File: src/rtl/dsc_pkg.sv
// Shared types and constants for the Diophantine solution counter.
`default_nettype none
package dsc_pkg;

    localparam int OPERAND_WIDTH = 32;   // default significant bits of each input field
    localparam int FIELD_W       = 32;   // width of every input field and of the gcd
    localparam int RES_W         = 64;   // width of particular solutions and count
    localparam int K_W           = 66;   // signed width for offsets and k bounds
    localparam int PROD_MAX_W    = 68;   // product width at the widest operand setting

    typedef struct packed {
        logic signed [FIELD_W-1:0] a_coef;
        logic signed [FIELD_W-1:0] b_coef;
        logic signed [FIELD_W-1:0] c_rhs;
        logic signed [FIELD_W-1:0] x_lower;
        logic signed [FIELD_W-1:0] x_upper;
        logic signed [FIELD_W-1:0] y_lower;
        logic signed [FIELD_W-1:0] y_upper;
    } in_item_t;

    typedef struct packed {
        logic                     solvable;
        logic signed [RES_W-1:0]  x_particular;
        logic signed [RES_W-1:0]  y_particular;
        logic [FIELD_W-1:0]       gcd_value;
        logic [RES_W-1:0]         solution_count;
    } out_item_t;

    typedef struct packed {
        logic start;
        logic short_op;
    } div_ctl_t;

    typedef enum logic [4:0] {
        S_IDLE,
        S_EUC,
        S_EUC_WAIT,
        S_EUC_MS,
        S_EUC_US,
        S_EUC_UT,
        S_CDIV,
        S_CDIV_WAIT,
        S_X0M,
        S_X0,
        S_Y0,
        S_K,
        S_K_WAIT,
        S_KCNT,
        S_ZMUL,
        S_ZSAT,
        S_OUT
    } state_t;

endpackage
`default_nettype wire

File: src/rtl/dsc_div.sv
// Radix-2 restoring unsigned divider, one quotient bit per cycle.
`default_nettype none
module dsc_div #(
    parameter int DEN_W = dsc_pkg::OPERAND_WIDTH
) (
    input  wire logic                     clk,
    input  wire logic                     rst_n,
    input  wire dsc_pkg::div_ctl_t        ctl,
    input  wire logic [dsc_pkg::RES_W-1:0] dividend,
    input  wire logic [DEN_W-1:0]         divisor,
    output logic                          done,
    output logic [dsc_pkg::RES_W-1:0]     quotient,
    output logic [DEN_W-1:0]              remainder
);
    localparam int NUM_W = dsc_pkg::RES_W;
    localparam int CW    = $clog2(NUM_W + 1);
    localparam int PRE   = NUM_W - DEN_W;

    logic [NUM_W-1:0] num_reg, num_next;
    logic [DEN_W-1:0] rem_reg, rem_next;
    logic [DEN_W-1:0] den_reg, den_next;
    logic [CW-1:0]    cnt_reg, cnt_next;
    logic             busy_reg, busy_next;
    logic             done_reg, done_next;
    logic [DEN_W:0]   trial;
    logic             ge;

    assign trial = {rem_reg, num_reg[NUM_W-1]};
    assign ge    = trial >= {1'b0, den_reg};

    always_comb
    begin
        num_next  = num_reg;
        rem_next  = rem_reg;
        den_next  = den_reg;
        cnt_next  = cnt_reg;
        busy_next = busy_reg;
        done_next = 1'b0;
        if (ctl.start)
        begin
            // short operands sit in the low bits: pre-align and run fewer steps
            num_next  = ctl.short_op ? (dividend << PRE) : dividend;
            rem_next  = '0;
            den_next  = divisor;
            cnt_next  = ctl.short_op ? CW'(DEN_W) : CW'(NUM_W);
            busy_next = 1'b1;
        end
        else if (busy_reg)
        begin
            num_next = {num_reg[NUM_W-2:0], ge};
            rem_next = ge ? DEN_W'(trial - {1'b0, den_reg}) : trial[DEN_W-1:0];
            cnt_next = cnt_reg - CW'(1);
            if (cnt_reg == CW'(1))
            begin
                busy_next = 1'b0;
                done_next = 1'b1;
            end
        end
    end

    always_ff @(posedge clk or negedge rst_n)
    begin
        if (!rst_n)
        begin
            busy_reg <= 1'b0;
            done_reg <= 1'b0;
            cnt_reg  <= '0;
        end
        else
        begin
            busy_reg <= busy_next;
            done_reg <= done_next;
            cnt_reg  <= cnt_next;
        end
    end

    always_ff @(posedge clk)
    begin
        num_reg <= num_next;
        rem_reg <= rem_next;
        den_reg <= den_next;
    end

    assign done      = done_reg;
    assign quotient  = num_reg;
    assign remainder = rem_reg;
endmodule
`default_nettype wire

File: config.mk
export PLATFORM = sky130hd
export DESIGN_NAME = dsc_div
export DESIGN_NICKNAME = d
export VERILOG_FILES = /design/src/rtl/dsc_pkg.sv /design/src/rtl/dsc_div.sv
export SDC_FILE = /design/constraint.sdc
export NUM_CORES = 1
export LEC_CHECK = 0
export BUFFER_PORTS_ARGS = -buffer_cell sky130_fd_sc_hd__buf_2
export CORE_UTILIZATION = 60
export CTS_BUF_LIST = sky130_fd_sc_hd__clkbuf_8
export DETAILED_ROUTE_END_ITERATION = 6
export PLACE_DENSITY = 0.89
export SLEW_MARGIN = 0
export SYNTH_ARGS = -nofsm -noshare
export SYNTH_HDL_FRONTEND = slang
export SYNTH_SLANG_ARGS = --single-unit
File: constraint.sdc
create_clock -name clk -period 7.9 [get_ports clk]
set_clock_uncertainty 0.1 [all_clocks]
set_input_delay 0.79 -clock clk [delete_from_list [all_inputs] [get_ports clk]]
set_output_delay 0.79 -clock clk [all_outputs]
set_load 0.01 [all_outputs]
* Word-level counts from Yosys, hierarchy flattened
Index checks and enable logic that the tools add are counted.
** Operators by class
- Reductions and logical operators :: 1
- Muxes and demuxes :: 13
- Equality and inequality tests :: 1
- Magnitude comparators :: 1
- Add/subtract/negate cells :: 2
** Operators with widths (number)
- 64-bit two-way mux :: 3
- 33-bit by 32-bit greater-or-equal comparator with 1-bit output :: 1
- 32-bit two-way mux :: 1
- 32-bit subtractor :: 1
- 7-bit two-way mux :: 3
- 7-bit by 1-bit equality test with 1-bit output (second input constant) :: 1
- 7-bit by 1-bit subtractor with 7-bit output (second input constant) :: 1
- 1-bit two-way mux :: 6
- 2-bit nonzero test :: 1
** Word-level totals
- Input port bits :: 100
- Flip-flop bits (word level) :: 137
- Output and inout bits :: 97
- Logic and storage cells :: 24

* Depth between registers and ports, before layout
Gate-level depths: netlist (run 1).
- Depth after elaboration :: 4
- Depth in mapped cells :: 13
- Mapped depth without buffers :: 11

* Worst setup path before layout (run 1)
OpenSTA, ideal clock, no wires.
- Path kind :: input to register
- Start point :: input port ctl[1] in the netlist's numbering
- End point :: register num_reg[0] (netlist: quotient[0]), enable pin
- Path slack :: 4703 ps
- Cell stages on the path :: 4
- Path buffers :: 2
- Required time :: 7382 ps
- Setup time :: 418 ps
- Data arrival time :: 2679 ps
- Cell sequence :: clkbuf_1 -> nor2_1 -> clkbuf_1 -> inv_1
** Between the ends
- Cells in the longest elaborated chain, start to end :: 1
** RTL lines
- start, declared :: line dsc_div.sv:8 : input wire dsc_pkg::div_ctl_t ctl,
- 2-bit nonzero test (no line)
- end signal, assigned :: line dsc_div.sv:79 : num_reg <= num_next;
- end, declared :: line dsc_div.sv:19 : logic [NUM_W-1:0] num_reg, num_next;
Every way passes these cells.
A chain may end at the register's enable or synchronous reset.

* Final worst setup path (run 1)
- Start point :: register den_reg[24]
- End point :: register rem_reg[20] (netlist: remainder[20])
** Between the ends
- Cells in the longest elaborated chain, start to end :: 2
** RTL lines
- start, declared :: line dsc_div.sv:21 : logic [DEN_W-1:0] den_reg, den_next;
- start signal, assigned :: line dsc_div.sv:81 : den_reg <= den_next;
- 33-bit by 32-bit greater-or-equal comparator with 1-bit output :: line dsc_div.sv:29 : assign ge = trial >= {1'b0, den_reg};
- 32-bit two-way mux :: line dsc_div.sv:51 : rem_next = ge ? DEN_W'(trial - {1'b0, den_reg}) : trial[DEN_W-1:0];
- end signal, assigned :: line dsc_div.sv:80 : rem_reg <= rem_next;
- end, declared :: line dsc_div.sv:20 : logic [DEN_W-1:0] rem_reg, rem_next;
Every way passes these cells.

==> results.txt, run 1 <==
- Outcome: completed
- Hold Fails Final Rpt: 0
- Compared with the post-synthesis result, the final layout area differs by 19.1%.
- IR analysis of the VDD net gives a maximum drop of 0.000226 V.
* Total setup violations reported at the end of the flow: 0
- After floorplanning, the core was divided into 40 placement rows.
- Area of the die: 0.0133 mm²
- Reg-to-Reg Start: den_reg[24]
* Initial core utilization: 0.627
- In this run, the number of DRC markers left after iteration 0 of detailed routing was 615.
* GRT Resource Usage Total: 0.285
- Crit end category: flip-flop
* Inserted Diodes: 0
- Yosys mapped a number of flops with a built-in enable equal to 96.
* Num CTS Buffers: 17
- In this run the power density over the cells is 274 mW/mm².
* Routed wirelength normalized by instance count: between 15 and 20 µm
- Net count after synthesis: 919
- Reported leakage power: approximately 4.3 nW
* Commonest non-fill, non-tap cell in the layout: buf_2
* Number of antenna violations at the first check in global routing: 0
- CTS H-tree depth: 4
* Setup repair after global routing missed its margin: no
* Post-route DRC: 0
- The detail route stage leaves a number of antenna-violating nets equal to 0.
- Seq/Total Area, Yosys: 0.488
- Clock tree from TritonCTS: done
- Worst Path Class, Setup: flip-flop to flip-flop
- Classification of the worst-slack hold path: input pin to asynchronous set/reset pin
* Quantity of hold-fixing buffers added after cts: 0
- The HPWL after detailed placement is 13.4 mm.
- Detailed routing inserted a total of 6535 vias.
- Synth Warn #: 0
* Ratio of cells with drive above 1 in the final layout: 0.251
- Pin count of the biggest net entering global routing: 97
- Insertion delay to the later sink of the worst-skew pair: 0.46 ns
- The floorplan step set the die height to 115 µm.
* Final number of max-transition violations: 0
- Count of fill cells added during filler insertion: 910
* Fraction of the core area covered by cells at the end of the flow: 0.747
- After clock tree synthesis, the clock-pin slew on the worst setup and hold paths is around 0.080 ns.
- The cell count after synthesis came out at 784.
- Measured along the x axis, the die boundary spans between 100 and 150 µm.
- Launching instance or port of the critical path: den_reg[24]
- The first global-routing pass estimated 28.9 mm of wire.
* Peak fanout along the critical path: 33
* GRT Residual Overflow: 0
* Area used by sequential logic in the layout: 0.00375 mm²
* Number of flip-flops under the largest register name: 64
- The region available for standard cell placement spans 0.0123 mm².
* Commonest cells after routing, fill and taps aside: 195 x buf_2, 96 x edfxtp_1, 78 x nor2_1
- In the final layout, the multi-input gates occupy 0.00347 mm².
* Final min period: 3.46 ns
* Number of top-level pins: 197
* Critical Path Start Type: flip-flop
* Ratio of routed vias to standard cells: 5.73
- Fin nets: 1095
- Counting every sink on the clock net gives 137.
- Post-synthesis register bit count: roughly 140
- Cts repair resizes: 0
- Placed Area: 0.00872 mm²
* Placer Congestion: 0.886
* Post-route cell area: 0.00916 mm²
- Worst-Margin Slew: 1.00 ns
* Cell area after technology mapping: 0.00768 mm²
* Pre-antenna DRT Iters: 6
- Yosys mapped the design onto 61 distinct sky130hd cell types.
* Setup Buffers After CTS: 0
- Based on the critical path, the design can be clocked at up to around 290 MHz.
- Vias in the first global route: 5929
* Worst setup slack after layout: 4.44 ns
- Maximum Capacitance Violations: 0
- The root buffer cell chosen for the clock tree is clkbuf_8.
- For the final routed database, the setup TNS stands at 0 ns.
* Routed wire length: 18.8 mm
- The clock passes through at most 2 buffers.
- Input and output buffers added on the ports amount to 196.
* Required time reported for the critical path endpoint: 8.14 ns
- For this run, asynchronously set or reset flops after synthesis account for 0.0657.
- Dividing the final minimum period by the clock period gives 0.438.
* Length in cells of the worst reg-to-reg path: 11
- Arrival @ worst endpoint: around 3.7 ns
* Syn_area_per_cell: 9.80 µm²
- Worst slack after detailed placement: 4.50 ns
- Main flop type after synthesis: edfxtp_1
* Slew Limit Headroom: 0.331
synth_stat cells, types with 2 or more instances:
cell | number | share of area
a211oi_1 | 16 | 0.016
a21o_1 | 16 | 0.016
a21oi_1 | 69 | 0.045
a221oi_1 | 2 | 0.0023
a311oi_1 | 3 | 0.0034
a31o_2 | 2 | 0.0023
a31oi_1 | 5 | 0.0041
a32oi_1 | 4 | 0.0046
and2_1 | 7 | 0.0057
and3_1 | 4 | 0.0033
and4_1 | 2 | 0.0023
and4_4 | 2 | 0.0029
buf_1 | 5 | 0.0024
buf_2 | 2 | 0.0013
buf_4 | 2 | 0.0020
buf_6 | 3 | 0.0044
clkbuf_1 | 33 | 0.016
dfrtp_1 | 9 | 0.029
dfxtp_1 | 32 | 0.083
edfxtp_1 | 96 | 0.38
ha_1 | 34 | 0.055
inv_1 | 72 | 0.035
mux2i_1 | 52 | 0.068
nand2_1 | 62 | 0.030
nand2b_1 | 5 | 0.0041
nand3_1 | 14 | 0.0091
nand4_1 | 7 | 0.0057
nand4b_1 | 4 | 0.0046
nor2_1 | 78 | 0.038
nor2b_1 | 5 | 0.0041
nor3_1 | 5 | 0.0033
nor4_1 | 2 | 0.0016
o2111ai_1 | 2 | 0.0023
o211ai_1 | 6 | 0.0059
o21ai_0 | 53 | 0.035
o21ai_1 | 5 | 0.0033
o21bai_1 | 3 | 0.0029
o311ai_0 | 4 | 0.0046
o31ai_1 | 2 | 0.0020
o41ai_1 | 2 | 0.0023
or2_2 | 2 | 0.0016
or3_1 | 3 | 0.0024
or4_1 | 2 | 0.0020
xnor2_1 | 17 | 0.019
xor2_1 | 13 | 0.015
metrics by stage:
step	hold slack, ns	instances	total power, mW
final	0.0628	1141	2.51
after global routing	0.0573	1141	2.66
after CTS	0.0441	1141	2.51
after detailed placement	0.410	1109	1.88
after global placement	0.385	1109	1.85
after floorplan	0.394	784	1.62
report_power, final:
part           internal, mW  leakage [nW]  switching, mW
Combinational         0.368          2.73          0.513
Clock                 0.344         0.214          0.281
Sequential            0.907          1.38         0.0974
final timing paths:
check / to / slack [ns]
max: remainder[20] / 4.44
min: cnt_reg[1] / 0.06
max reg2reg: remainder[20] / 4.44
min reg2reg: remainder[11] / 0.41
max in group asynchronous: cnt_reg[3] / 7.45
min in group clk: den_reg[18] / 0.40
metal layers:
metal,vias to the layer above,GRT usage,part of all wire
met4,0,0.119,0.023
met2,279,0.466,0.48
met5,-,0,0
li1,3160,-,-
met1,3060,0.372,0.43
met3,36,0.0554,0.061
final cells by class:
type / instances / area share
repair buffers: 202 / 0.112
inverters: 72 / 0.0295
clock buffers: 17 / 0.0256
flip-flops and latches: 137 / 0.409
multi-input cells: 530 / 0.379
clock inverters: 15 / 0.0216
well taps: 168 / 0.0230
cell families (layout without fill, tap and decap cells):
group / Yosys count / count (layout) / share of synthesized area
and+or+nand+nor: 208 / 208 / 0.125
AOI/OAI and AO/OA: 205 / 205 / 0.166
DFF: 137 / 137 / 0.488
buffers and inverters: 117 / 306 / 0.0614
muxes: 52 / 52 / 0.0677
adders and majority gates: 35 / 35 / 0.0580
xor gates and xnor gates: 30 / 30 / 0.0342
critical path, stage by stage (launching register included):
cell and delay (ns):
edfxtp_1 0.33, inv_1 0.05, ha_1 0.44, a21o_1 0.25, a31oi_1 0.22, o221ai_1 0.22, a221oi_2 0.25, o21ai_1 0.11
a41oi_4 0.46, buf_4 0.47, nor3_1 0.09, a2111oi_0 0.32
Power figures use the tool's default switching activity.
==> run 2: changes to the inputs <==
--- a/config.mk
+++ b/config.mk
@@ -6,10 +6,10 @@
 export NUM_CORES = 1
 export LEC_CHECK = 0
 export BUFFER_PORTS_ARGS = -buffer_cell sky130_fd_sc_hd__buf_2
-export CORE_UTILIZATION = 60
+export CORE_UTILIZATION = 50
 export CTS_BUF_LIST = sky130_fd_sc_hd__clkbuf_8
 export DETAILED_ROUTE_END_ITERATION = 6
-export PLACE_DENSITY = 0.89
+export PLACE_DENSITY = 0.79
 export SLEW_MARGIN = 0
 export SYNTH_ARGS = -nofsm -noshare
 export SYNTH_HDL_FRONTEND = slang
==> constraint.sdc (replaced) <==
create_clock -name clk -period 3.1 [get_ports clk]
set_clock_uncertainty 0.1 [all_clocks]
set_input_delay 0.31 -clock clk [delete_from_list [all_inputs] [get_ports clk]]
set_output_delay 0.31 -clock clk [all_outputs]
set_load 0.01 [all_outputs]
==> run 2 against run 1 <==
Net effect: the run now ends with design-rule violations left; critical path depth up 1; total power grew to 2.6 times the previous value; sequential power rose to 2.6 times the previous value; via count grew 1.7%; maximum frequency is 20% higher; critical path type unchanged; largest power group unchanged.
==> results.txt, run 2 (same netlist as run 1, synthesis figures left out) <==
- Outcome: complete, but fails checks
- Failing checks: design-rule violations
- GRT Residual Overflow: 0
* Layout-stage area growth over the synthesis result: 24.8%
- Placed Area: 0.00884 mm²
* Routed wirelength normalized by instance count: 16.5 µm
- Post-route DRC: 1
- Setup repair after global routing left no endpoint under its margin.
- Area of the die: 0.0159 mm²
* Placer Congestion: 0.891
- Num CTS Buffers: 17
* Reported leakage power: 4.51 nW
* First-iteration detailed-routing DRC count: 523
- In this run, placement finished with an instance count of roughly 1100.
- TritonCTS built the clock tree.
- The floorplan has 44 rows.
* TritonCTS Sinks: 137
* Hold Fails Final Rpt: 0
- Final number of max-transition violations: 0
- 0 antenna diodes ended up in the layout.
- After clock tree synthesis, the clock-pin slew on the worst setup and hold paths is 0.08 ns.
* Vias: roughly 6600
- Counting along the longest clock path gives a buffer depth of 2.
* Post-route worst hold slack: around 0.056 ns
- Worst Path Class, Setup: flip-flop to flip-flop
* Required time reported for the critical path endpoint: 3.32 ns
- CTS root buf: clkbuf_8
* Fin crit share: 0.934
- STA classifies the critical path endpoint as a flip-flop.
- Pin placement for this block handled 197 I/O pins.
* Ratio of routed vias to standard cells: 5.53
- The clock period could shrink to just under 3 ns.
- For this run, the total global-route usage over all layers was measured as 0.252.
* Total setup violations reported at the end of the flow: 0
- Cell chain of the critical path: inv_1, ha_1, fa_1, nand2b_1, a211oi_2, o211ai_1, o21ai_1, buf_4, nand3_1, and2_1, a311oi_1, o21ai_0
- Initial core utilization: 0.521
- Based on the critical path, the design can be clocked at up to between 300 and 400 MHz.
- The finished layout holds 1202 standard cells, fillers aside.
* Number of antenna violations at the first check in global routing: 0
- The first detailed-routing pass took 7 iterations.
- Wire length of the first global-routing pass: 31.4 mm
- The net count of the finished layout is roughly 1100.
- The number of buffers and inverters on the critical path is 2.
- Dividing total power by cell area gives a power density of 669 mW/mm².
* Insertion delay to the later sink of the worst-skew pair: 0.45 ns
* Highest-delay cell along the critical path: fa_1
* Ratio of cells with drive above 1 in the final layout: 0.250
- Number of flip-flops under the largest register name: 64
- Core footprint: approximately 0.015 mm²
* Peak fanout along the critical path: 6
* Worst-Margin Slew: 0.951 ns
- Chip height: 126 µm
- Slew Limit Headroom: 0.364
- On the critical path the largest part of the delay comes from compound AO/OA/AOI/OAI gates.
- The finished cells cover 0.00959 mm².
- Max VDD drop: 0.000435 V
* Commonest non-fill, non-tap cell in the layout: buf_2
* Floorplan die width: 126 µm
- For the final routed database, the setup TNS stands at 0 ns.
* Classification of the worst-slack hold path: input pin to flip-flop
- The worst setup path is launched from a flip-flop.
- CTS built an H-tree with a depth of 4.
* Detail Route Antenna Nets: 0
- Pin count of the biggest net entering global routing: 109
- The largest single stage delay on the critical path is 0.40 ns.
* Quantity of I/O buffers inserted on ports: 196
* Detailed-placement wirelength estimate: between 10 and 15 mm
* Commonest cells after routing, fill and taps aside: 195 x buf_2, 96 x edfxtp_1, 78 x nor2_1
- Max-cap violations in this run came to 0.
- STA puts the critical path data arrival time at 3.12 ns.
* Routed wire length: 19.8 mm
- The via count of the first global-routing pass came to 6354.
run 2: what timing repair did:
item	in CTS	in global routing
hold buffers	33	0
resized for setup	0	6
endpoints found under the hold margin	41	0
setup buffers	0	1
endpoints found under the setup margin	0	6
run 2: area by class of cell:
cell class                      count  area [µm²]
Tap cell                          184         230
Multi-Input combinational cell    530        3480
Clock inverter                     15         161
Inverter                           72         270
Fill cell                        1220        5160
Clock buffer                       17         234
Timing Repair Buffer              247        1470
Sequential cell                   137        3750
run 2: final timing paths:
kind | from | to | slack (ns) | cells after the start
worst max-delay path | quotient[63] | remainder[28] | 0.20 | 12
worst min-delay path | dividend[22] | quotient[22] | 0.06 | 3
worst max register to register | quotient[63] | remainder[28] | 0.20 | 12
worst min register to register | remainder[21] | remainder[21] | 0.40 | 2
max in group asynchronous | rst_n | busy_reg | 2.58 | 2
min in group asynchronous | rst_n | cnt_reg[0] | 0.15 | 2
run 2: metrics by stage:
| stage | setup WS (ns) | utilization | power [mW] |
|---|---|---|---|
| 2_1_floorplan | 0.348 | - | 4.14 |
| 3_3_place_gp | 0.267 | 0.599 | 4.82 |
| 3_5_place_dp | 0.146 | 0.599 | 4.87 |
| 4_1_cts | 0.120 | 0.648 | 6.39 |
| 5_1_grt | 0.0146 | 0.650 | 6.79 |
| 6_report | 0.205 | 0.650 | 6.41 |
run 2: metal layers:
metal | wire [µm] | share of wire | track usage
met1 | 8540 | 0.43 | 0.319
met2 | 9830 | 0.50 | 0.428
met3 | 1080 | 0.055 | 0.0535
met4 | 382 | 0.019 | 0.0850
met5 | 0 | 0 | 0
run 2: report_power, final:
| group | switching (mW) | internal, mW |
|---|---|---|
| Clock | 0.699 | 0.780 |
| Combinational | 1.35 | 1.03 |
| Sequential | 0.243 | 2.31 |
run 2: worst reg2reg max path: cells and delay by family (launching register included):
kind | cells | cell delay (ns)
fa+ha+maj | 2 | 0.61
simple gates | 3 | 0.56
flops | 1 | 0.36
compound gates | 5 | 0.95
buf+inv | 2 | 0.21
